**src/hdl/sbeq_pkg.sv**
```systemverilog
// Shared types and constants for the stereo cascaded biquad equaliser.
// No dependencies; every other file of the block imports this package.
`timescale 1ns / 1ps

package sbeq_pkg;

  // Default sizes, handed to the top-level parameters
  localparam int unsigned DEF_NUM_BANDS   = 6;
  localparam int unsigned DEF_SAMPLE_BITS = 24;
  localparam int unsigned DEF_COEF_BITS   = 32;

  // Coefficients are Q5.x: one sign bit and five integer bits
  localparam int unsigned COEF_INT_BITS = 6;
  localparam int unsigned NUM_COEFS     = 5;

  // Fixed field widths of the input item
  localparam int unsigned KIND_W      = 2;
  localparam int unsigned BAND_FLD_W  = 3;
  localparam int unsigned COEF_IDX_W  = 3;

  // Configuration port
  localparam int unsigned CFG_ADDR_W = 2;
  localparam int unsigned CFG_DATA_W = 16;

  // Item kinds
  typedef enum logic [KIND_W-1:0] {
    KIND_FRAME = 2'd0,
    KIND_COEF  = 2'd1,
    KIND_CLEAR = 2'd2,
    KIND_RSVD  = 2'd3
  } kind_e;

  // Configuration register indexes
  typedef enum logic [CFG_ADDR_W-1:0] {
    REG_EFFECT_ENABLE = 2'd0,
    REG_BAND_MASK     = 2'd1
  } cfg_reg_e;

  // Biquad taps, in coefficient-table order
  typedef enum logic [COEF_IDX_W-1:0] {
    TAP_B0 = 3'd0,
    TAP_B1 = 3'd1,
    TAP_B2 = 3'd2,
    TAP_A1 = 3'd3,
    TAP_A2 = 3'd4
  } tap_e;

  // Sequencer to lane control
  typedef struct packed {
    logic load;       // take new frame samples
    logic clear;      // zero all delay lines
    logic mul_en;     // issue one multiply
    logic acc_first;  // accumulator takes first product plus rounding bias
    logic acc_add;    // accumulator adds product
    logic fin;        // round, saturate, update history
    tap_e tap;
  } lane_ctrl_t;

endpackage

```
**src/hdl/sbeq_lane.sv**
```systemverilog
// One channel lane: shared multiplier, accumulator, round/saturate, per-band history.
// Depends on sbeq_pkg; driven by sbeq_ctrl.
`timescale 1ns / 1ps

module sbeq_lane import sbeq_pkg::*; #(
  parameter int unsigned NUM_BANDS   = DEF_NUM_BANDS,
  parameter int unsigned SAMPLE_BITS = DEF_SAMPLE_BITS,
  parameter int unsigned COEF_BITS   = DEF_COEF_BITS,
  localparam int unsigned BAND_W     = (NUM_BANDS > 1) ? $clog2(NUM_BANDS) : 1
) (
  input  logic                          clk_i,
  input  logic                          rst_ni,
  input  lane_ctrl_t                    ctrl_i,
  input  logic [BAND_W-1:0]             band_i,
  input  logic signed [COEF_BITS-1:0]   coef_i,
  input  logic signed [SAMPLE_BITS-1:0] sample_i,
  output logic signed [SAMPLE_BITS-1:0] sample_o
);

  localparam int unsigned FRAC   = COEF_BITS - COEF_INT_BITS;
  localparam int unsigned OP_W   = SAMPLE_BITS + 1;
  localparam int unsigned PROD_W = COEF_BITS + OP_W;
  localparam int unsigned ACC_W  = PROD_W + 3;
  localparam int unsigned SH_W   = ACC_W - FRAC;

  localparam logic signed [ACC_W-1:0] RND_BIAS =
    {{(ACC_W-FRAC){1'b0}}, 1'b1, {(FRAC-1){1'b0}}};
  localparam logic signed [SAMPLE_BITS-1:0] SAT_MAX = {1'b0, {(SAMPLE_BITS-1){1'b1}}};
  localparam logic signed [SAMPLE_BITS-1:0] SAT_MIN = {1'b1, {(SAMPLE_BITS-1){1'b0}}};

  logic signed [SAMPLE_BITS-1:0] x_q;
  logic signed [SAMPLE_BITS-1:0] xh1_q [NUM_BANDS];
  logic signed [SAMPLE_BITS-1:0] xh2_q [NUM_BANDS];
  logic signed [SAMPLE_BITS-1:0] yh1_q [NUM_BANDS];
  logic signed [SAMPLE_BITS-1:0] yh2_q [NUM_BANDS];
  logic signed [PROD_W-1:0]      prod_q;
  logic signed [PROD_W-1:0]      prod_d;
  logic signed [ACC_W-1:0]       acc_q;
  logic signed [OP_W-1:0]        op;
  logic signed [ACC_W-1:0]       sum;
  logic signed [SH_W-1:0]        shifted;
  logic                          ovf;
  logic signed [SAMPLE_BITS-1:0] y;

  // Operand select; feedback taps enter negated so the sum only ever adds
  always_comb begin
    unique case (ctrl_i.tap)
      TAP_B0:  op = OP_W'(x_q);
      TAP_B1:  op = OP_W'(xh1_q[band_i]);
      TAP_B2:  op = OP_W'(xh2_q[band_i]);
      TAP_A1:  op = -OP_W'(yh1_q[band_i]);
      TAP_A2:  op = -OP_W'(yh2_q[band_i]);
      default: op = '0;
    endcase
  end

  assign prod_d = coef_i * op;

  // Round half up (bias preloaded), floor shift, saturate
  assign sum     = acc_q + ACC_W'(prod_q);
  assign shifted = sum[ACC_W-1:FRAC];
  assign ovf     = (shifted[SH_W-1:SAMPLE_BITS-1] != '0) &&
                   (shifted[SH_W-1:SAMPLE_BITS-1] != '1);
  assign y       = ovf ? (shifted[SH_W-1] ? SAT_MIN : SAT_MAX)
                       : shifted[SAMPLE_BITS-1:0];

  // Multiplier register and accumulator
  always_ff @(posedge clk_i) begin
    if (ctrl_i.mul_en) begin
      prod_q <= prod_d;
    end
    if (ctrl_i.acc_first) begin
      acc_q <= ACC_W'(prod_q) + RND_BIAS;
    end else if (ctrl_i.acc_add) begin
      acc_q <= sum;
    end
  end

  // Running sample and delay lines
  always_ff @(posedge clk_i or negedge rst_ni) begin
    if (!rst_ni) begin
      x_q <= '0;
      for (int b = 0; b < NUM_BANDS; b++) begin
        xh1_q[b] <= '0;
        xh2_q[b] <= '0;
        yh1_q[b] <= '0;
        yh2_q[b] <= '0;
      end
    end else begin
      if (ctrl_i.load) begin
        x_q <= sample_i;
      end else if (ctrl_i.fin) begin
        x_q           <= y;
        xh1_q[band_i] <= x_q;
        xh2_q[band_i] <= xh1_q[band_i];
        yh1_q[band_i] <= y;
        yh2_q[band_i] <= yh1_q[band_i];
      end
      if (ctrl_i.clear) begin
        for (int b = 0; b < NUM_BANDS; b++) begin
          xh1_q[b] <= '0;
          xh2_q[b] <= '0;
          yh1_q[b] <= '0;
          yh2_q[b] <= '0;
        end
      end
    end
  end

  assign sample_o = x_q;

endmodule

```
**config.mk**
```make
export PLATFORM = sky130hd
export DESIGN_NAME = sbeq_lane
export DESIGN_NICKNAME = d
export VERILOG_FILES = /design/src/hdl/sbeq_pkg.sv /design/src/hdl/sbeq_lane.sv
export SDC_FILE = /design/constraint.sdc
export NUM_CORES = 2
export LEC_CHECK = 0
export ABC_CLOCK_PERIOD_IN_PS = 20400
export BUFFER_PORTS_ARGS = -buffer_cell sky130_fd_sc_hd__buf_2
export CORE_MARGIN = 5
export CORE_UTILIZATION = 30
export CTS_CLUSTER_SIZE = 20
export DETAILED_ROUTE_END_ITERATION = 10
export HOLD_SLACK_MARGIN = 0.05
export PLACE_DENSITY = 0.56
export SLEW_MARGIN = 10
export SYNTH_ARGS = -nofsm -noshare
export SYNTH_HDL_FRONTEND = slang
export SYNTH_SLANG_ARGS = --single-unit
```
**constraint.sdc**
```tcl
create_clock -name clk_i -period 20.4 [get_ports clk_i]
set_clock_uncertainty 0.15 [all_clocks]
set_input_delay 3.06 -clock clk_i [delete_from_list [all_inputs] [get_ports clk_i]]
set_output_delay 3.06 -clock clk_i [all_outputs]
set_load 0.02 [all_outputs]
```
### Yosys cells after proc, flatten, opt, wreduce, memory -nomap -nowiden

Cells that the tools add are included.

* add/subtract/negate cells: 4
* $mul: 1
* $lt $le $gt $ge: 2
* equality and inequality tests: 6
* muxes and demuxes: 37
* bitwise operators: 1
* reductions and logical operators: 8

Operators with widths (number)
* $mux 144: 12
* $bwmux 144: 4
* $mux 24: 13
* $bmux 24 s3: 4
* $pmux 25 s5: 1
* $mux 60: 2
* $demux 24 s3: 1
* $add 60x57->60: 1
* $add 57x27->58 const B: 1
* $mul 32x25->57: 1
* $neg 24->25: 2
* $ne 11x11->1 const B: 1
* $reduce_bool 11->1: 1
* $eq 3x2->1 const B: 2
* $reduce_bool 2->1: 3
* $ge 4x4->1 const B: 1
* $lt 4x1->1 const B: 1
* $not 3->4: 1
* $eq 3x1->1 const B: 1
* $eq 3x3->1 const B: 1
* $logic_not 3->1: 1
* $logic_and 1x1->1: 2
* $ne 2x2->1 const B: 1
* $reduce_and 2->1: 1

* register bits after elaboration: 717
* output and inout port bits: 24

### Longest topological paths before layout

* depth after elaboration: 9
* gate-level depth with buffers: 44
* gate-level depth less buffers: 39

### Least setup slack after synthesis

No wires, ideal clock.

* path type: input-to-reg
* from: input band_i[2]
* to: register prod_q[53] (data pin)
* setup time: 0.258 ns
* arrival: 12.241 ns
* data required time: 19.992 ns
* path slack: 7.751 ns
* stages on the path: 39
* buffers on the path: 4
* cells stage by stage: buf_6 > buf_6 > and2_1 > buf_2 > a2bb2oi_1 > o22ai_1 > nor4b_2 > nand4_2 > nor2_2 > xnor2_1 > mux4_2 > a22o_1 > buf_6 > and2_1 > fa_1 > inv_1 > fa_1 > inv_1 > [... 3 more ...] > inv_1 > fa_1 > fa_1 > inv_1 > fa_1 > inv_1 > ha_1 > a21oi_1 > o21bai_1 > a21oi_1 > o21ai_0 > a31oi_1 > o21ai_0 > o311ai_0 > o311ai_0 > a31o_2 > a21oi_1 > xnor2_1

* cells in the longest elaborated chain, start to end: 7

RTL lines
* from (decl): RTL line sbeq_lane.sv:14 `input logic [BAND_W-1:0] band_i,`
* $not 3->4 (not written as such) *
* $bmux 24 s3 (on tied branches): RTL line sbeq_lane.sv:52, sbeq_lane.sv:51
* $mux 24 (on tied branches) (2 in series): RTL line sbeq_lane.sv:52, sbeq_lane.sv:51
* $neg 24->25 (on tied branches): RTL line sbeq_lane.sv:52, sbeq_lane.sv:51
* $pmux 25 s5 *: RTL line sbeq_lane.sv:47 `unique case (ctrl_i.tap)`
* $mul 32x25->57 *: RTL line sbeq_lane.sv:57 `assign prod_d = coef_i * op;`
* via prod_d[53]: RTL line sbeq_lane.sv:37 `logic signed [PROD_W-1:0] prod_d;`
* to (signal assigned): RTL line sbeq_lane.sv:70 `prod_q <= prod_d;`
* to (decl): RTL line sbeq_lane.sv:36 `logic signed [PROD_W-1:0] prod_q;`

The timed path passes the listed nets; every way through them passes the cells marked *. The select of a mux whose other input is x is not followed.
A chain may end at the register's enable or synchronous reset.

### Worst setup path in the final report

* from: input band_i[0]
* to: register prod_q[55] (data pin)

Same word-level chain as after synthesis.

==> results by group <==
Timing
  – Sum Neg Setup Slack: 0 ns
  – Relative slew slack: 10.11%
  – Tmin final: 15.04 ns
  – Final setup fails: 0
  – Fin. Hold Viols: 0
  – Fin. max-slew vios: 0
  – Max Clock Freq: 66.50 MHz
  – Worst setup margin: 5.361 ns
  – Slew at the pin with the worst max-slew slack: 1.346 ns
  – Period utilization: 73.72%
  – RSZ-0062 raised after global routing: no
  – Hold_ws: 0.3271 ns

Power and ir drop
  – Share of total power in the clock network: 15.0%
  – Switch Pwr: 4.950 mW
  – Comb pwr share: 65.0%
  – Cell-internal power: 5.012 mW
  – Power consumption: 9.963 mW
  – Peak supply drop: 130.8 µV
  – LEAKAGE: 32.50 nW
  – Sw Share: 49.69%
  – Seq pwr share: 20.0%
  – PD cells: 143.8 nW/µm²

Global route
  – Antenna violations before repair: 12
  – GRT Resource Usage Total: 19.23%
  – Total grt overflow: 0
  – Vias in the first global route: 51,150
  – Largest net degree at the start of global routing: 179
  – Wire length of the first global-routing pass: 324.9 mm

Clock tree
  – H-Tree Depth: 3
  – Hold Buf Count CTS: 0
  – CTS root buf: clkbuf_16
  – TritonCTS Buffers: 78
  – TritonCTS sink count: 717
  – Reg clk slew, reported paths: 0.07 ns
  – CTS tree: yes
  – Clock buffer depth: 3
  – Cts repair resizes: 0
  – Clock latency on the worst-skew pair: 0.70 ns
  – Post-CTS setup-driven buffer insertion count: 0

Critical path
  – Max FO, Critical Path: 33
  – Crit path kind: input pin to flip-flop
  – Crit path max-delay family: adder cells
  – Worst Path Required: 20.69 ns
  – Critical path's slowest cell: nor2b_1
  – R2r setup slk: 8.82 ns
  – Bufs and invs on worst path: 11
  – CP Launch Type: input pin
  – CP max stage delay: 1.09 ns
  – Worst Setup End Kind: flip-flop
  – CP arrival: 15.33 ns

Layout
  – Layout Nets: 7,349
  – Finished Cell Area: 69,260 µm²
  – Commonest non-fill, non-tap cells in the layout: nand2_1, fa_1, inv_1, dfrtp_1, a22o_1
  – Layout cells sized above 1: 6.946%
  – Area grow syn2layout: 9.496%
  – Most common cell after layout, fill and taps aside: nand2_1

Route
  – Initial drt markers: 4,461
  – Router iterations before antenna repair: 6
  – Final wirelength: 214.3 mm
  – Via count: 49,190
  – Routed len/inst: 23.50 µm
  – DR DRC count: 0
  – Vias/cell: 5.395
  – Antenna viol nets, final: 0

Flow run
  – Max Cap Viol: 0

Die
  – Starting Density: 30.15%
  – Die ar.: 220,100 µm²
  – Chip height: 469.2 µm
  – # rows: 168
  – Core Region: 209,800 µm²
  – Die X: 469.2 µm
  – Ports: 94

Synthesis
  – Register bit total from synthesis: 717
  – Synth Flop Type: dfrtp_1
  – Mean Syn Cell Area: 9.899 µm²
  – Mapped Cells: 6,390
  – Post-Syn Area: 63,260 µm²
  – Post-synth EDFFs: 117
  – Sequential share of the synthesized area: 29.29%
  – Synth warn: 0
  – Netlist cell types: 93
  – Async set-reset flop share out of synthesis: 83.68%
  – Syn_nets: 7,497

Place
  – Dpl cell area: 66,540 µm²
  – Worst slack, placed: 4.841 ns
  – RD Place Congestion: 0.9207
  – IO buf count: 93
  – Post-DP HPWL: 145.4 mm

Status
  – Status: finished, final reports clean

Hold path
  – Hold crit path type: flip-flop to flip-flop
==> cells in the mapped netlist (20+ instances only) <==
cell type  instances  share of area (%)
nor2b_1           48               0.47
fa_1             821                 26
buf_2             64               0.51
xor2_1            83                1.1
xnor2_1          110                1.5
nand2_1          879                5.2
inv_1            795                4.7
nor3b_1           28               0.33
nand4_1           33               0.33
o22ai_1           38               0.38
dfrtp_1          600                 24
nand3_1           88               0.70
o21bai_1          23               0.27
a221oi_1          20               0.28
clkbuf_1         289                1.7
o21a_1            27               0.32
edfxtp_1         117                5.6
mux2_2            31               0.55
nor2_1           165               0.98
a21o_1            53               0.63
nor3_1            38               0.30
a21oi_1          204                1.6
o21ai_1           34               0.27
a22oi_1          198                2.3
nand2b_1          26               0.26
mux2i_1           64                1.0
a22o_1           399                5.5
o21ai_0          311                2.5
buf_1             44               0.26
and3_1            21               0.21
and2_1           276                2.7
ha_1             216                4.3
==> routing by layer <==
layer,part of all wire (%),vias to the layer above,track usage (%)
met2,45,2200,30.51
met5,0.0061,-,0
met4,4.9,2,8.520
met1,42,25560,25.88
met3,7.8,485,3.293
li1,-,20950,-
==> sequential cells by signal, indices dropped and copies added, names as in the netlist <==
| signal | count |
|---|---|
| xh1_q | 144 |
| xh2_q | 144 |
| yh1_q | 144 |
| yh2_q | 144 |
| acc_q | 60 |
| prod_q | 57 |
| sample_o | 24 |
==> kinds of logic (layout without fill, tap and decap cells) <==
group / count (synthesis) / after routing / share of synthesized area (%)
DFF: 717 / 717 / 29.29
adders and majority gates: 1037 / 1037 / 30.25
xor gates and xnor gates: 193 / 193 / 2.672
and+or+nand+nor: 1667 / 1667 / 12.34
other: 0 / 7 / 0
buffers and inverters: 1216 / 1132 / 7.496
muxes: 105 / 105 / 1.909
AOI/OAI and AO/OA: 1455 / 1455 / 16.04
==> power groups by stage <==
stage	clock network, mW	registers [mW]	logic (mW)
floorplan	0	1.94	4.42
global placement	0	2.01	6.36
detailed placement	0	2.01	6.44
CTS	1.52	1.99	6.47
global route	1.58	2.01	7.21
finish	1.49	1.99	6.48
==> worst paths after layout <==
path | from | to | cells after the start
max in group asynchronous | rst_ni | yh1_q[120]$_DFFE_PN0P_ | 3
max | band_i[0] | prod_q[55]$_DFFE_PP_ | 41
min reg2reg | yh2_q[104]$_DFFE_PN0P_ | yh2_q[104]$_DFFE_PN0P_ | 2
max reg2reg | yh1_q[76]$_DFFE_PN0P_ | prod_q[55]$_DFFE_PP_ | 37
min in group asynchronous | rst_ni | xh2_q[70]$_DFFE_PN0P_ | 1
min | yh2_q[104]$_DFFE_PN0P_ | yh2_q[104]$_DFFE_PN0P_ | 2
==> tightest hold or removal path: stages (launching register included) <==
cell and delay, ns:
dfrtp_1 0.34, nand2_1 0.04, o21ai_0 0.06
==> metrics by stage <==
step	util, %	cells
final	33.02	9118
after detailed placement	31.72	8967
after floorplan	-	6390
after global placement	31.72	8967
after CTS	33.01	9111
after global routing	33.01	9113
==> final cells by class <==
type	count	area, µm²
Antenna cell	7	17.52
Clock buffer	109	2210
Clock inverter	35	491.7
Fill cell	21570	140500
Inverter	796	2988
Multi-Input combinational cell	4457	40280
Sequential cell	717	18530
Tap cell	2805	3510
Timing Repair Buffer	192	1239
No activity file was read; power rests on OpenSTA's default activity.
