<file path="src/hdl/sbeq_pkg.sv">
// Shared types and constants for the stereo cascaded biquad equaliser.
// No dependencies; every other file of the block imports this package.
`timescale 1ns / 1ps

package sbeq_pkg;

  // Default sizes, handed to the top-level parameters
  localparam int unsigned DEF_NUM_BANDS   = 6;
  localparam int unsigned DEF_SAMPLE_BITS = 24;
  localparam int unsigned DEF_COEF_BITS   = 32;

  // Coefficients are Q5.x: one sign bit and five integer bits
  localparam int unsigned COEF_INT_BITS = 6;
  localparam int unsigned NUM_COEFS     = 5;

  // Fixed field widths of the input item
  localparam int unsigned KIND_W      = 2;
  localparam int unsigned BAND_FLD_W  = 3;
  localparam int unsigned COEF_IDX_W  = 3;

  // Configuration port
  localparam int unsigned CFG_ADDR_W = 2;
  localparam int unsigned CFG_DATA_W = 16;

  // Item kinds
  typedef enum logic [KIND_W-1:0] {
    KIND_FRAME = 2'd0,
    KIND_COEF  = 2'd1,
    KIND_CLEAR = 2'd2,
    KIND_RSVD  = 2'd3
  } kind_e;

  // Configuration register indexes
  typedef enum logic [CFG_ADDR_W-1:0] {
    REG_EFFECT_ENABLE = 2'd0,
    REG_BAND_MASK     = 2'd1
  } cfg_reg_e;

  // Biquad taps, in coefficient-table order
  typedef enum logic [COEF_IDX_W-1:0] {
    TAP_B0 = 3'd0,
    TAP_B1 = 3'd1,
    TAP_B2 = 3'd2,
    TAP_A1 = 3'd3,
    TAP_A2 = 3'd4
  } tap_e;

  // Sequencer to lane control
  typedef struct packed {
    logic load;       // take new frame samples
    logic clear;      // zero all delay lines
    logic mul_en;     // issue one multiply
    logic acc_first;  // accumulator takes first product plus rounding bias
    logic acc_add;    // accumulator adds product
    logic fin;        // round, saturate, update history
    tap_e tap;
  } lane_ctrl_t;

endpackage

</file>
<file path="src/hdl/sbeq_if.sv">


interface sbeq_out_if import sbeq_pkg::*; #(
  parameter int unsigned SAMPLE_BITS = DEF_SAMPLE_BITS
) ();
  logic                          valid;
  logic                          ready;
  logic signed [SAMPLE_BITS-1:0] left_out;
  logic signed [SAMPLE_BITS-1:0] right_out;
  logic                          last_of_block;

  modport source (output valid, left_out, right_out, last_of_block, input ready);
  modport sink   (input  valid, left_out, right_out, last_of_block, output ready);
endinterface


</file>
<file path="src/hdl/sbeq_merge.sv">
// Merging stage: joins the two lane results and the block marker into the output register.
// Depends on sbeq_pkg and sbeq_if.
`timescale 1ns / 1ps

module sbeq_merge import sbeq_pkg::*; #(
  parameter int unsigned SAMPLE_BITS = DEF_SAMPLE_BITS
) (
  input  logic                          clk_i,
  input  logic                          rst_ni,
  input  logic                          push_i,
  input  logic signed [SAMPLE_BITS-1:0] left_i,
  input  logic signed [SAMPLE_BITS-1:0] right_i,
  input  logic                          last_i,
  output logic                          slot_free_o,
  sbeq_out_if.source                    out_if
);

  logic                          valid_q;
  logic signed [SAMPLE_BITS-1:0] left_q;
  logic signed [SAMPLE_BITS-1:0] right_q;
  logic                          last_q;

  assign slot_free_o = !valid_q || out_if.ready;

  // Output valid
  always_ff @(posedge clk_i or negedge rst_ni) begin
    if (!rst_ni) begin
      valid_q <= 1'b0;
    end else if (push_i) begin
      valid_q <= 1'b1;
    end else if (out_if.ready) begin
      valid_q <= 1'b0;
    end
  end

  // Output payload
  always_ff @(posedge clk_i) begin
    if (push_i) begin
      left_q  <= left_i;
      right_q <= right_i;
      last_q  <= last_i;
    end
  end

  assign out_if.valid         = valid_q;
  assign out_if.left_out      = left_q;
  assign out_if.right_out     = right_q;
  assign out_if.last_of_block = last_q;

endmodule

</file>
<file path="src/flat_wrapper.sv">
// flat-port wrapper written by rule: the top's interface ports become plain ports
module sbeq_merge_flat import sbeq_pkg::*;
#(
  parameter int unsigned SAMPLE_BITS = DEF_SAMPLE_BITS
)
  (clk_i, rst_ni, push_i, left_i, right_i, last_i, slot_free_o, out_if_valid, out_if_left_out, out_if_right_out, out_if_last_of_block, out_if_ready);
  sbeq_out_if #(.SAMPLE_BITS(SAMPLE_BITS)) out_if_i ();
  input  logic clk_i;
  input  logic rst_ni;
  input  logic push_i;
  input  logic signed [SAMPLE_BITS-1:0] left_i;
  input  logic signed [SAMPLE_BITS-1:0] right_i;
  input  logic last_i;
  output logic slot_free_o;
  output wire logic [$bits(out_if_i.valid)-1:0] out_if_valid;
  output wire logic [$bits(out_if_i.left_out)-1:0] out_if_left_out;
  output wire logic [$bits(out_if_i.right_out)-1:0] out_if_right_out;
  output wire logic [$bits(out_if_i.last_of_block)-1:0] out_if_last_of_block;
  input wire logic [$bits(out_if_i.ready)-1:0] out_if_ready;
  assign out_if_valid = out_if_i.valid;
  assign out_if_left_out = out_if_i.left_out;
  assign out_if_right_out = out_if_i.right_out;
  assign out_if_last_of_block = out_if_i.last_of_block;
  assign out_if_i.ready = out_if_ready;
  sbeq_merge #(.SAMPLE_BITS(SAMPLE_BITS)) u_core (.clk_i(clk_i), .rst_ni(rst_ni), .push_i(push_i), .left_i(left_i), .right_i(right_i), .last_i(last_i), .slot_free_o(slot_free_o), .out_if(out_if_i));
endmodule
</file>
<file path="config.mk">
export PLATFORM = sky130hd
export DESIGN_NAME = sbeq_merge_flat
export DESIGN_NICKNAME = d
export VERILOG_FILES = /design/src/hdl/sbeq_pkg.sv /design/src/hdl/sbeq_if.sv /design/src/hdl/sbeq_merge.sv /design/src/flat_wrapper.sv
export SDC_FILE = /design/constraint.sdc
export NUM_CORES = 1
export LEC_CHECK = 0
export BUFFER_PORTS_ARGS = -buffer_cell sky130_fd_sc_hd__buf_2
export CORE_UTILIZATION = 45
export CTS_BUF_LIST = sky130_fd_sc_hd__clkbuf_8
export CTS_CLUSTER_SIZE = 16
export DETAILED_ROUTE_END_ITERATION = 10
export PLACE_DENSITY = 0.86
export SETUP_SLACK_MARGIN = 0.02
export SLEW_MARGIN = 20
export SYNTH_ARGS = -nofsm -noshare
export SYNTH_HDL_FRONTEND = slang
export SYNTH_SLANG_ARGS = --single-unit
</file>
<file path="constraint.sdc">
create_clock -name clk_i -period 1.4 [get_ports clk_i]
set_clock_uncertainty 0.1 [all_clocks]
set_input_delay 0.07 -clock clk_i [delete_from_list [all_inputs] [get_ports clk_i]]
set_output_delay 0.07 -clock clk_i [all_outputs]
set_load 0.05 [all_outputs]
</file>
# [After elaboration in Yosys (flattened, before gate mapping)]
# Index checks and enable logic that the tools add are counted.
[totals] ff_bits=50 input_bits=53 wordCells=9
[op_classes] muxes=2 n_reduce_logical=3
[op_table] op="1-bit two-way mux" n=2
[op_table] op="2-bit nonzero test" n=1
[op_table] op="1-bit zero test" n=1
[op_table] op="1-bit logical OR" n=1

# [Logic depth before layout (Yosys ltp)]
# Gate-level depths: netlist of the first run.
[depth] word_depth=2 depth_mapped=2

# [Worst setup path before layout of the first run]
# No wires, ideal clock.
[synth_path] kind="flip-flop to flip-flop" startpoint="register, netlist name u_core.out_if.valid" endpoint="register u_core.valid_q, in the netlist u_core.out_if.valid" setup_time_ns=0.069 t_arrival_ns=0.964 slack_ns=0.267 path_stages_with_launch=3 n_path_buf=0 period_less_slack_ns=1.133 path_cell_list="dfrtp_1 nand2b_4 nand2b_2"
[synth_lines] item="end signal: assignment" line_no="sbeq_merge.sv:28" rtl="valid_q <= 1'b0;"
[synth_lines] item="end signal: assignment" line_no="sbeq_merge.sv:30" rtl="valid_q <= 1'b1;"
[synth_lines] item="end signal: assignment" line_no="sbeq_merge.sv:32" rtl="valid_q <= 1'b0;"
[synth_lines] item="end: declaration" line_no="sbeq_merge.sv:18" rtl="logic valid_q;"

# [Final worst setup path of the first run]
[layout_path] startpoint="input port out_if_ready" endpoint="output port slot_free_o"
[layout_between] elab_chain_cells=1
[layout_rtl] item="start: declaration" line_no="flat_wrapper.sv:19" rtl="input wire logic [$bits(out_if_i.ready)-1:0] out_if_ready;"
[layout_rtl] item="1-bit logical OR" line_no="sbeq_merge.sv:23" rtl="assign slot_free_o = !valid_q || out_if.ready;"
[layout_rtl] item="end: declaration" line_no="flat_wrapper.sv:14" rtl="output logic slot_free_o;"
# No other way between the ends.

==> load_flow_metrics.sql, run 1 <==
INSERT INTO impl_metrics (metric_group, metric, value, unit) VALUES
('status', 'status', 'finished, final reports clean', ''),
('synthesis', 'synthCells', '52', ''),
('worst_setup_path', 'path_max_fanout', '2', ''),
('sta', 'maxSlewViolCount', '0', ''),
('floorplanning', 'die_y', '60.1', 'um'),
('pwr', 'p_leak', '1.18', 'nW'),
('clocking', 'cts_tree', 'done', ''),
('sta', 'min_period', '1250', 'ps'),
('floorplanning', 'starting_density_of_the_core', '0.486', ''),
('synthesis', 'syn_nets', '105', ''),
('floorplanning', 'floorplan.die_area', '3610', 'um2'),
('global_route', 'total_routing_usage_reported_by_global_routing', '0.239', ''),
('floorplanning', 'placement_rows', '20', ''),
('pwr', 'power.density_cell_area', '1280', 'nW/um2'),
('worst_setup_path', 'critical_path.top_delay_family', 'buffers and inverters', ''),
('global_route', 'grt_overflow_total', '0', ''),
('global_route', 'first_global_vias', '1203', ''),
('worst_setup_path', 'critical_path_class', 'in -> out', ''),
('placed_design', 'detailed_place_hpwl', '2.19', 'mm'),
('pwr', 'vdd_drop_max', '0.000908', 'V'),
('synthesis', 'synth_area_per_cell', '29.2', 'um2'),
('placed_design', 'placement.io_buffers', '103', ''),
('worst_setup_path', 'required', '1230', 'ps'),
('worst_setup_path', 'worst_r2r_startpoint', 'u_core.out_if.valid$_DFFE_PN0P_', ''),
('finish', 'post_route_cells_drive_above_1_share', '0.521', ''),
('route', 'dr_total_vias', '1143', ''),
('global_route', 'global_route_wire_length_before_repair', '5.72', 'mm'),
('finish', 'final_net_count', '268', ''),
('sta', 'grt_setup_unrepaired', 'no', ''),
('synthesis', 'mapped_area', '1520', 'um2'),
('sta', 'fin_crit_sh', '0.890', ''),
('worst_setup_path', 'rr_endpoint', 'u_core.out_if.valid$_DFFE_PN0P_', ''),
('floorplanning', 'width_of_the_chip', '60.1', 'um'),
('route', 'avgRoutedWirePerCell', '15.9', 'um'),
('finish', 'antenna_diode_instance_count', '0', ''),
('clocking', 'root_buffer', 'sky130_fd_sc_hd__clkbuf_8', ''),
('clocking', 'postCtsResizedCells', '0', ''),
('global_route', 'grt_antenna_before_repair', '0', ''),
('sta', 'max_freq', '802', 'MHz'),
('sta', 'timing.max_slew.rel_slack', '0.820', ''),
('hold_path', 'holdCritPathClass', 'in -> reg', ''),
('finish', 'area_growth_syn_to_layout', '79.9', '%'),
('hold_path', 'hold-path-cell-count', '2', ''),
('worst_setup_path', 'crit_path_end_kind', 'output port', ''),
('clocking', 'ctsHtreeMaxLevel', '2', ''),
('worst_setup_path', 'critPathMostFrequentCell', 'sky130_fd_sc_hd__buf_2', ''),
('run', 'max_cap_violations', '0', ''),
('worst_setup_path', 'critical_path.slowest_cell', 'sky130_fd_sc_hd__dlygate4sd3_1', ''),
('synthesis', 'synth.yosys.seq_area_share', '0.985', ''),
('hold_path', 'worst_hold_startpoint', 'push_i', ''),
('route', 'route.final.wire_length', '4.13', 'mm'),
('finish', 'final_cell_area', '2730', 'um2'),
('route', 'drtAntennaViolNets', '0', ''),
('sta', 'hold_viol_final', '0', ''),
('clocking', 'tritoncts_buffer_count', '5', ''),
('floorplanning', 'coreArea', '3130', 'um2'),
('worst_setup_path', 'setup.reg_to_reg.worst_slack', '650', 'ps'),
('placed_design', 'placedInstanceArea', '2110', 'um2'),
('worst_setup_path', 'critical_path.max_stage_delay', '530', 'ps'),
('route', 'first_pass_iters', '4', ''),
('sta', 'setup-tns-final', '0', 'ps'),
('clocking', 'cts.path.max_buffers', '2', ''),
('clocking', 'clock-sinks', '50', ''),
('clocking', 'clk_transition_reported_paths', '80', 'ps'),
('worst_setup_path', 'arrival', '1080', 'ps'),
('worst_setup_path', 'critical_path.n_buffers_inverters', '3', ''),
('route', 'count_of_routing_violations_after_the_opening_detailed_route_iteration', '61', ''),
('synthesis', 'yosys.cell_types.count', '4', ''),
('worst_setup_path', 'setup.worst_path.start_class', 'input port', ''),
('global_route', 'pin_count_of_the_biggest_net_entering_global_routing', '51', ''),
('synthesis', 'ys_warn_count', '0', ''),
('clocking', 'clock_insertion_delay_worst_skew', '280', 'ps'),
('synthesis', 'postSynthRegisterBits', '50', ''),
('worst_setup_path', 'rr_worst_depth', '2', ''),
('hold_path', 'min_delay_worst_endpoint', 'u_core.out_if.right_out[6]$_DFFE_PP_', ''),
('route', 'drc', '0', ''),
('sta', 'worst_pin_slew', '272', 'ps'),
('worst_setup_path', 'worstSetupStartpoint', 'out_if_ready', ''),
('sta', 'setup_viol', '0', ''),
('placed_design', 'globalplace.congestion', '0.653', ''),
('worst_setup_path', 'crit_chain', 'dlygate4sd3_1 -> buf_2 -> nand2b_4 -> buf_2', ''),
('floorplanning', 'design.portCount', '104', ''),
('route', 'vias_per_cell', '4.41', '');
[synthesized netlist by cell type]
cell                       number  area [um2]
sky130_fd_sc_hd__edfxtp_1      49        1470
sky130_fd_sc_hd__dfrtp_1        1        25.0
sky130_fd_sc_hd__nand2b_2       1        8.76
sky130_fd_sc_hd__nand2b_4       1        13.8
[per-layer routing]
metal | vias to the layer above | share of wire | track usage
met5 | - | 0 | 0
met2 | 74 | 0.56 | 0.462
met3 | 14 | 0.071 | 0.0584
li1 | 530 | - | -
met4 | 0 | 0.042 | 0.173
met1 | 525 | 0.33 | 0.204
[report_power, final]
part | switching, mW | internal, mW
Combinational | 0.530 | 0.231
Sequential | 0.0382 | 1.77
Clock | 0.416 | 0.516
[logic make-up (layout without fill, tap and decap cells)]
kind of cell,Yosys count,after routing,synth area share
buffers and inverters,0,163,0
DFF,50,50,0.985
and+or+nand+nor,2,2,0.0148
[placed cells by master (no fill, tap or decap)]
cell / Yosys / final
sky130_fd_sc_hd__edfxtp_1: 49 / 49
sky130_fd_sc_hd__dlygate4sd3_1: 0 / 52
sky130_fd_sc_hd__dfrtp_1: 1 / 1
sky130_fd_sc_hd__buf_12: 0 / 1
sky130_fd_sc_hd__buf_2: 0 / 103
sky130_fd_sc_hd__nand2b_4: 1 / 1
sky130_fd_sc_hd__bufinv_16: 0 / 1
sky130_fd_sc_hd__nand2b_2: 1 / 1
sky130_fd_sc_hd__clkinv_1: 0 / 1
sky130_fd_sc_hd__clkbuf_8: 0 / 5
[worst register-to-register path, cell delays in order (launching register included)]
cell,delay (ps)
sky130_fd_sc_hd__dfrtp_1,410
sky130_fd_sc_hd__nand2b_4,80
sky130_fd_sc_hd__nand2b_2,50
[state kept, by name, indices dropped and copies added, names as in the netlist]
register / count
u_core.out_if.left_out: 24
u_core.out_if.right_out: 24
u_core.out_if.last_of_block: 1
u_core.out_if.valid: 1
[through the flow]
stage	util	instances	total power, mW	hold slack [ps]	setup slack, ps
finish	0.874	259	3.50	185	153
global route	0.874	259	3.60	188	132
CTS	0.874	259	3.49	187	167
detailed placement	0.674	200	2.48	-250	505
global placement	0.674	200	2.46	-255	517
floorplan	-	52	2.27	-326	267
[final cells by class]
cell class,instances,area (um2)
clock buffers,5,68.8
clock inverters,2,33.8
fillers,135,395
multi-input cells,2,22.5
flip-flops and latches,50,1500
well taps,44,55.1
repair buffers,156,1060
[worst max-delay path by stage]
stage / slack [ps] / cells after the start / end
after floorplan: 270 / 2 / u_core.out_if.valid$_DFFE_PN0P_
after global placement: 520 / 2 / slot_free_o
after detailed placement: 500 / 2 / slot_free_o
after CTS: 170 / 4 / slot_free_o
after global routing: 130 / 4 / slot_free_o
final: 150 / 4 / slot_free_o
[timing repair]
item | in CTS | in global routing
hold buffers | 52 | 0
buffers inserted | 0 | 0
endpoints found under the hold margin | 51 | 0
No activity file was read; power rests on OpenSTA's default activity.
==> run 2: changes to the inputs <==
- BUFFER_PORTS_ARGS: -buffer_cell sky130_fd_sc_hd__buf_2 -> default
- CORE_UTILIZATION: 45 -> 57
- DONT_BUFFER_PORTS: default -> 1
- PLACE_DENSITY: 0.86 -> 0.72
==> load_flow_metrics.sql, run 2 (same netlist as run 1, synthesis figures left out) <==
INSERT INTO impl_metrics (metric_group, metric, value, unit) VALUES
('global_route', 'grt_overflow_total', '0', ''),
('pwr', 'p_int', '2.22', 'mW'),
('floorplanning', 'width_of_the_chip', '53.6', 'um'),
('pwr', 'pwr-share-comb', '0.046', ''),
('clocking', 'cts_setup_buffers', '0', ''),
('finish', 'area_growth_syn_to_layout', '41.9', '%'),
('pwr', 'total_power', '3.14', 'mW'),
('pwr', 'vdd_drop_max', '0.00115', 'V'),
('route', 'count_of_routing_violations_after_the_opening_detailed_route_iteration', '24', ''),
('finish', 'final_net_count', '164', ''),
('floorplanning', 'design.portCount', '104', ''),
('sta', 'setup-tns-final', '0', 'ps'),
('route', 'route.final.wire_length', '3.34', 'mm'),
('sta', 'fin_crit_sh', '0.809', ''),
('worst_setup_path', 'critical_path_class', 'reg -> out', ''),
('worst_setup_path', 'crit_path_end', 'out_if_left_out[18]', ''),
('worst_setup_path', 'rr_worst_depth', '2', ''),
('pwr', 'sequential_fraction_of_design_power', '0.713', ''),
('placed_design', 'placedInstanceArea', '1560', 'um2'),
('sta', 'hold_viol_final', '50', ''),
('hold_path', 'hold-path-cell-count', '0', ''),
('floorplanning', 'placement_rows', '18', ''),
('route', 'vias_per_cell', '5.37', ''),
('clocking', 'tritoncts_buffer_count', '5', ''),
('sta', 'maxSlewViolCount', '0', ''),
('sta', 'worst_pin_slew', '515', 'ps'),
('placed_design', 'place_inst', '83', ''),
('status', 'violations', 'negative hold slack', ''),
('floorplanning', 'floorplan.die_area', '2880', 'um2'),
('finish', 'layout_common_cells', 'sky130_fd_sc_hd__dlygate4sd3_1, sky130_fd_sc_hd__edfxtp_1, sky130_fd_sc_hd__clkbuf_8', ''),
('worst_setup_path', 'rr_endpoint', 'u_core.out_if.valid$_DFFE_PN0P_', ''),
('finish', 'finish.cell_count_without_fillers', '142', ''),
('sta', 'min_period', '1130', 'ps'),
('finish', 'antenna_diode_instance_count', '0', ''),
('hold_path', 'holdCritPathClass', 'in -> reg', ''),
('worst_setup_path', 'critical_path_depth', '0', ''),
('sta', 'whs', '-213', 'ps'),
('clocking', 'cts_tree', 'done', ''),
('pwr', 'clock_power_share', '0.241', ''),
('status', 'status', 'finished, violations left', ''),
('route', 'first_pass_iters', '4', ''),
('finish', 'final_cell_area', '2160', 'um2'),
('global_route', 'first_global_vias', '787', ''),
('finish', 'layout.cells.most_common', 'sky130_fd_sc_hd__dlygate4sd3_1', ''),
('worst_setup_path', 'arrival', '960', 'ps'),
('run', 'max_cap_violations', '0', ''),
('worst_setup_path', 'worstSetupStartpoint', 'u_core.out_if.left_out[18]$_DFFE_PP_', ''),
('floorplanning', 'starting_density_of_the_core', '0.608', ''),
('clocking', 'cts.path.max_buffers', '2', ''),
('route', 'avgRoutedWirePerCell', '23.5', 'um'),
('global_route', 'grt_antenna_before_repair', '0', ''),
('clocking', 'clock_insertion_delay_worst_skew', '280', 'ps'),
('worst_setup_path', 'required', '1230', 'ps'),
('global_route', 'total_routing_usage_reported_by_global_routing', '0.250', ''),
('clocking', 'clk_transition_reported_paths', '90', 'ps'),
('placed_design', 'placement.io_buffers', '0', ''),
('pwr', 'switching_share', '0.292', ''),
('floorplanning', 'die_y', '53.6', 'um'),
('clocking', 'hold_buffers', '51', ''),
('worst_setup_path', 'path_max_fanout', '1', ''),
('floorplanning', 'coreArea', '2500', 'um2'),
('worst_setup_path', 'crit_path_end_kind', 'output port', ''),
('clocking', 'root_buffer', 'sky130_fd_sc_hd__clkbuf_8', ''),
('pwr', 'p_leak', '0.766', 'nW'),
('sta', 'max_freq', '883', 'MHz'),
('worst_setup_path', 'setup.worst_path.start_class', 'flip-flop', ''),
('pwr', 'power.density_cell_area', '1460', 'nW/um2'),
('global_route', 'pin_count_of_the_biggest_net_entering_global_routing', '51', ''),
('route', 'dr_total_vias', '762', ''),
('clocking', 'clock-sinks', '50', ''),
('sta', 'setup_viol', '0', ''),
('finish', 'post_route_cells_drive_above_1_share', '0.0804', ''),
('clocking', 'postCtsResizedCells', '0', ''),
('global_route', 'global_route_wire_length_before_repair', '4.43', 'mm'),
('finish', 'postLayoutCoreUtil', '0.862', ''),
('route', 'drc', '0', ''),
('placed_design', 'globalplace.congestion', '0.693', ''),
('pwr', 'total_switching_power', '918', 'uW'),
('sta', 'timing.max_slew.rel_slack', '0.657', ''),
('clocking', 'ctsHtreeMaxLevel', '2', ''),
('route', 'drtAntennaViolNets', '0', ''),
('sta', 'grt_setup_unrepaired', 'no', ''),
('worst_setup_path', 'worst_r2r_startpoint', 'u_core.out_if.valid$_DFFE_PN0P_', ''),
('worst_setup_path', 'setup.reg_to_reg.worst_slack', '500', 'ps');
==> run 2: changes by cell type in the layout (fill, tap and decap cells not counted) <==
cell and change:
sky130_fd_sc_hd__bufinv_16 -1, sky130_fd_sc_hd__inv_1 +1, sky130_fd_sc_hd__clkinv_2 +1, sky130_fd_sc_hd__dlygate4sd3_1 -1
sky130_fd_sc_hd__buf_12 -1, sky130_fd_sc_hd__buf_2 -103, sky130_fd_sc_hd__buf_4 +1
==> run 2: final cells by class <==
cell class	count	area, um2
sequential	50	1500
timing repair buffer	52	518
fill	95	344
clock buffer	5	68.8
tap	30	37.5
multi-input combinational	2	22.5
clock inverter	3	12.5
==> run 2: metal layers <==
layer | up-vias | global-route usage | part of all wire
met4 | 0 | 0.110 | 0.020
li1 | 324 | - | -
met2 | 69 | 0.425 | 0.52
met3 | 9 | 0.121 | 0.12
met5 | - | 0 | 0
met1 | 360 | 0.260 | 0.34
==> run 2: metrics by stage <==
stage               setup slack (ps)  hold slack, ps
global placement                 553            -326
global route                     236            -231
detailed placement               533            -326
finish                           267            -213
CTS                              273            -214
floorplan                        267            -326
==> run 2: power groups by stage <==
stage | clock network, mW | logic [mW] | registers, mW
after floorplan | 0 | 0.0129 | 2.25
after global placement | 0 | 0.0239 | 2.27
after detailed placement | 0 | 0.0242 | 2.27
after CTS | 0.747 | 0.139 | 2.24
after global routing | 0.828 | 0.153 | 2.25
final | 0.757 | 0.146 | 2.24
==> run 2: worst min path at each step <==
stage / startpoint / endpoint / slack [ps]
after detailed placement: rst_ni / u_core.out_if.valid$_DFFE_PN0P_ / -330
after CTS: push_i / u_core.out_if.right_out[23]$_DFFE_PP_ / -210
after floorplan: rst_ni / u_core.out_if.valid$_DFFE_PN0P_ / -330
after global routing: push_i / u_core.out_if.right_out[7]$_DFFE_PP_ / -230
after global placement: rst_ni / u_core.out_if.valid$_DFFE_PN0P_ / -330
final: push_i / u_core.out_if.right_out[11]$_DFFE_PP_ / -210
==> run 3: changes to the inputs <==
- PLACE_DENSITY: 0.72 -> 0.75
- clock period: 1.4 -> 1 ns (I/O delays scaled with it)
==> load_flow_metrics.sql, run 3 <==
INSERT INTO impl_metrics (metric_group, metric, value, unit) VALUES
('synthesis', 'syn_nets', '105', ''),
('placed_design', 'placedInstanceArea', '1960', 'um2'),
('synthesis', 'synth_ff_type', 'sky130_fd_sc_hd__edfxtp_1', ''),
('synthesis', 'synth_enable_flop_cells', '49', ''),
('synthesis', 'synthCells', '52', ''),
('clocking', 'postCtsResizedCells', '49', ''),
('floorplanning', 'die_y', '53.6', 'um'),
('synthesis', 'synthDominantAreaCellType', 'sky130_fd_sc_hd__edfxtp_1', ''),
('floorplanning', 'starting_density_of_the_core', '0.608', ''),
('status', 'failing_step', 'clock tree synthesis (4_1_cts)', ''),
('clocking', 'cts_setup_buffers', '1', ''),
('synthesis', 'synth.yosys.seq_area_share', '0.985', ''),
('synthesis', 'async_flop_share', '0.0200', ''),
('placed_design', 'placement.io_buffers', '0', ''),
('floorplanning', 'placement_rows', '18', ''),
('clocking', 'root_buffer', 'sky130_fd_sc_hd__clkbuf_8', ''),
('clocking', 'clock-sinks', '50', ''),
('synthesis', 'post_synth_main_area_contributors', 'sky130_fd_sc_hd__edfxtp_1, sky130_fd_sc_hd__dfrtp_1, sky130_fd_sc_hd__nand2b_4, sky130_fd_sc_hd__nand2b_2', ''),
('synthesis', 'mapped_area', '1520', 'um2'),
('synthesis', 'yosys.cell_types.count', '4', ''),
('floorplanning', 'design.portCount', '104', ''),
('synthesis', 'postSynthRegisterBits', '50', ''),
('floorplanning', 'width_of_the_chip', '53.6', 'um'),
('clocking', 'cts.path.max_buffers', '2', ''),
('synthesis', 'synth.cells.most_frequent', 'sky130_fd_sc_hd__edfxtp_1, sky130_fd_sc_hd__dfrtp_1, sky130_fd_sc_hd__nand2b_2, sky130_fd_sc_hd__nand2b_4', ''),
('synthesis', 'netlist.area_leader.share', '0.969', ''),
('status', 'error_message', '[ERROR DPL-0038] Utilization greater than 100%, impossible to legalize', ''),
('synthesis', 'ys_warn_count', '0', ''),
('clocking', 'ctsHtreeMaxLevel', '2', ''),
('synthesis', 'yosysMostFrequentCell', 'sky130_fd_sc_hd__edfxtp_1', ''),
('placed_design', 'globalplace.congestion', '0.600', ''),
('clocking', 'tritoncts_buffer_count', '5', ''),
('status', 'status', 'aborted with a tool error', ''),
('clocking', 'hold_buffers', '51', ''),
('synthesis', 'synth_area_per_cell', '29.2', 'um2');
==> run 3: cell counts after synthesis <==
No cell type changed its count.
==> run 3: cells by family after synthesis <==
| family | count (synthesis) | share of synthesized area |
|---|---|---|
| simple gates | 2 | 0.0148 |
| flops | 50 | 0.985 |
==> run 3: stage by stage <==
| step | setup WS, ps | std cells |
|---|---|---|
| 3_3_place_gp | 220 | 133 |
| 3_5_place_dp | 205 | 133 |
| 2_1_floorplan | 0.766 | 52 |
==> run 4: changes to the inputs <==
- CORE_UTILIZATION: 57 -> 40
- CTS_BUF_LIST: sky130_fd_sc_hd__clkbuf_8 -> default
- CTS_CLUSTER_SIZE: 16 -> default
- PLACE_DENSITY: 0.75 -> default
- PLACE_DENSITY_LB_ADDON: default -> 0.15
- SETUP_SLACK_MARGIN: 0.02 -> default
- clock period: 1 -> 1.3 ns (I/O delays scaled with it)
==> load_flow_metrics.sql, run 4 (same netlist as run 1, synthesis figures left out) <==
INSERT INTO impl_metrics (metric_group, metric, value, unit) VALUES
('status', 'status', 'finished, violations left', ''),
('status', 'violations', 'negative hold slack', ''),
('pwr', 'power.density_cell_area', '1540', 'nW/um2'),
('sta', 'fin_crit_sh', '0.885', ''),
('clocking', 'cts.path.max_buffers', '2', ''),
('finish', 'area_growth_syn_to_layout', '43.9', '%'),
('floorplanning', 'coreArea', '3660', 'um2'),
('clocking', 'tritoncts_buffer_count', '5', ''),
('route', 'first_pass_iters', '4', ''),
('finish', 'finish.cell_count_without_fillers', '161', ''),
('worst_setup_path', 'rr_endpoint', 'u_core.out_if.valid$_DFFE_PN0P_', ''),
('clocking', 'ctsHtreeMaxLevel', '2', ''),
('route', 'count_of_routing_violations_after_the_opening_detailed_route_iteration', '48', ''),
('sta', 'whs', '-218', 'ps'),
('finish', 'final_net_count', '165', ''),
('worst_setup_path', 'rr_worst_depth', '2', ''),
('floorplanning', 'design.portCount', '104', ''),
('pwr', 'clock_power_share', '0.244', ''),
('worst_setup_path', 'critical_path.max_stage_delay', '420', 'ps'),
('sta', 'maxSlewViolCount', '0', ''),
('sta', 'timing.max_slew.rel_slack', '0.671', ''),
('pwr', 'total_switching_power', '971', 'uW'),
('floorplanning', 'width_of_the_chip', '63.6', 'um'),
('clocking', 'clock-sinks', '50', ''),
('worst_setup_path', 'crit_chain', 'nand2b_4 -> buf_4', ''),
('sta', 'max_freq', '869', 'MHz'),
('floorplanning', 'starting_density_of_the_core', '0.415', ''),
('worst_setup_path', 'setup.reg_to_reg.worst_slack', '530', 'ps'),
('hold_path', 'hold-path-cell-count', '0', ''),
('clocking', 'clock_insertion_delay_worst_skew', '290', 'ps'),
('route', 'vias_per_cell', '4.63', ''),
('pwr', 'pwr-share-comb', '0.045', ''),
('worst_setup_path', 'worst_r2r_startpoint', 'u_core.out_if.valid$_DFFE_PN0P_', ''),
('sta', 'setup_viol', '0', ''),
('pwr', 'p_int', '2.40', 'mW'),
('finish', 'nFillCells', '288', ''),
('global_route', 'pin_count_of_the_biggest_net_entering_global_routing', '51', ''),
('run', 'max_cap_violations', '0', ''),
('global_route', 'grt_overflow_total', '0', ''),
('floorplanning', 'floorplan.die_area', '4050', 'um2'),
('route', 'drc', '0', ''),
('floorplanning', 'placement_rows', '22', ''),
('pwr', 'sequential_fraction_of_design_power', '0.711', ''),
('sta', 'worst_pin_slew', '494', 'ps'),
('hold_path', 'worst_hold_startpoint', 'push_i', ''),
('worst_setup_path', 'path_max_fanout', '2', ''),
('global_route', 'grt_antenna_before_repair', '0', ''),
('worst_setup_path', 'critical_path.n_buffers_inverters', '1', ''),
('clocking', 'postCtsResizedCells', '0', ''),
('finish', 'layout_common_cells', 'sky130_fd_sc_hd__dlygate4sd3_1, sky130_fd_sc_hd__edfxtp_1, sky130_fd_sc_hd__clkbuf_8, sky130_fd_sc_hd__buf_4', ''),
('clocking', 'hold_buffers', '51', ''),
('finish', 'antenna_diode_instance_count', '0', ''),
('worst_setup_path', 'required', '1130', 'ps'),
('worst_setup_path', 'crit_path_end_kind', 'output port', ''),
('placed_design', 'place_inst', '102', ''),
('clocking', 'cts_tree', 'done', ''),
('placed_design', 'placement.io_buffers', '0', ''),
('placed_design', 'detailedPlace.worstSlack', '476', 'ps'),
('sta', 'setup-tns-final', '0', 'ps'),
('route', 'dr_total_vias', '746', ''),
('worst_setup_path', 'critical_path.slowest_cell', 'sky130_fd_sc_hd__dfrtp_1', ''),
('clocking', 'cts_setup_buffers', '0', ''),
('floorplanning', 'die_y', '63.6', 'um'),
('pwr', 'vdd_drop_max', '0.000764', 'V'),
('route', 'route.final.wire_length', '2.51', 'mm'),
('hold_path', 'holdCritPathClass', 'in -> reg', ''),
('clocking', 'clk_transition_reported_paths', '80', 'ps'),
('hold_path', 'min_delay_worst_endpoint', 'u_core.out_if.right_out[14]$_DFFE_PP_', ''),
('sta', 'timing.final.ws_setup', '149', 'ps'),
('sta', 'grt_setup_unrepaired', 'no', ''),
('route', 'avgRoutedWirePerCell', '15.6', 'um'),
('worst_setup_path', 'setup.worst_path.start_class', 'flip-flop', ''),
('pwr', 'switching_share', '0.288', ''),
('sta', 'hold_viol_final', '50', ''),
('route', 'drtAntennaViolNets', '0', ''),
('global_route', 'total_routing_usage_reported_by_global_routing', '0.132', ''),
('clocking', 'root_buffer', 'sky130_fd_sc_hd__clkbuf_8', ''),
('global_route', 'first_global_vias', '769', ''),
('sta', 'min_period', '1150', 'ps'),
('worst_setup_path', 'arrival', '990', 'ps'),
('placed_design', 'globalplace.congestion', '0.623', ''),
('finish', 'layout.cells.most_common', 'sky130_fd_sc_hd__dlygate4sd3_1', ''),
('finish', 'post_route_cells_drive_above_1_share', '0.0885', ''),
('global_route', 'global_route_wire_length_before_repair', '3.76', 'mm'),
('worst_setup_path', 'critical_path_class', 'reg -> out', ''),
('pwr', 'p_leak', '0.767', 'nW'),
('worst_setup_path', 'critical_path.top_delay_family', 'flip-flops', '');
run 4: through the flow:
stage	area (um2)	utilization	power, mW
final	2190	0.597	3.38
after global routing	2190	0.597	3.48
after CTS	2190	0.597	3.40
after detailed placement	1590	0.435	2.46
after global placement	1590	0.435	2.46
after floorplan	1520	-	2.44
run 4: routing by layer:
layer | routed length (um) | GRT usage | vias up
li1 | - | - | 324
met4 | 48 | 0.0682 | 0
met2 | 1260 | 0.217 | 66
met1 | 934 | 0.140 | 350
met3 | 267 | 0.0634 | 6
met5 | 0 | 0 | -
run 4: power groups by stage:
stage	clock, mW	combinational, mW	sequential (mW)
finish	0.823	0.152	2.40
global route	0.909	0.163	2.41
CTS	0.844	0.151	2.40
detailed placement	0	0.0286	2.44
floorplan	0	0.0139	2.43
global placement	0	0.0285	2.44
run 4: how the worst max path moves through the flow:
stage                                               start  cells after the start                         endpoint  slack (ps)
after global placement    u_core.out_if.valid$_DFFE_PN0P_                      2                      slot_free_o         480
final                     u_core.out_if.valid$_DFFE_PN0P_                      2                      slot_free_o         150
after global routing      u_core.out_if.valid$_DFFE_PN0P_                      2                      slot_free_o         100
after detailed placement  u_core.out_if.valid$_DFFE_PN0P_                      2                      slot_free_o         480
after floorplan           u_core.out_if.valid$_DFFE_PN0P_                      2  u_core.out_if.valid$_DFFE_PN0P_         170
after CTS                 u_core.out_if.valid$_DFFE_PN0P_                      2                      slot_free_o         150
run 4: worst register-to-register path, cell delays in order, from the launching register on:
cell and delay [ps]:
sky130_fd_sc_hd__dfrtp_1 420, sky130_fd_sc_hd__nand2b_4 90, sky130_fd_sc_hd__nand2b_2 50
run 4: cell type report:
cell class	instances	area [um2]	share of cell area
Sequential cell	50	1500	0.685
Clock inverter	2	8.76	0.00401
Clock buffer	6	72.6	0.0332
Timing Repair Buffer	53	526	0.240
Tap cell	48	60.1	0.0275
Multi-Input combinational cell	2	22.5	0.0103
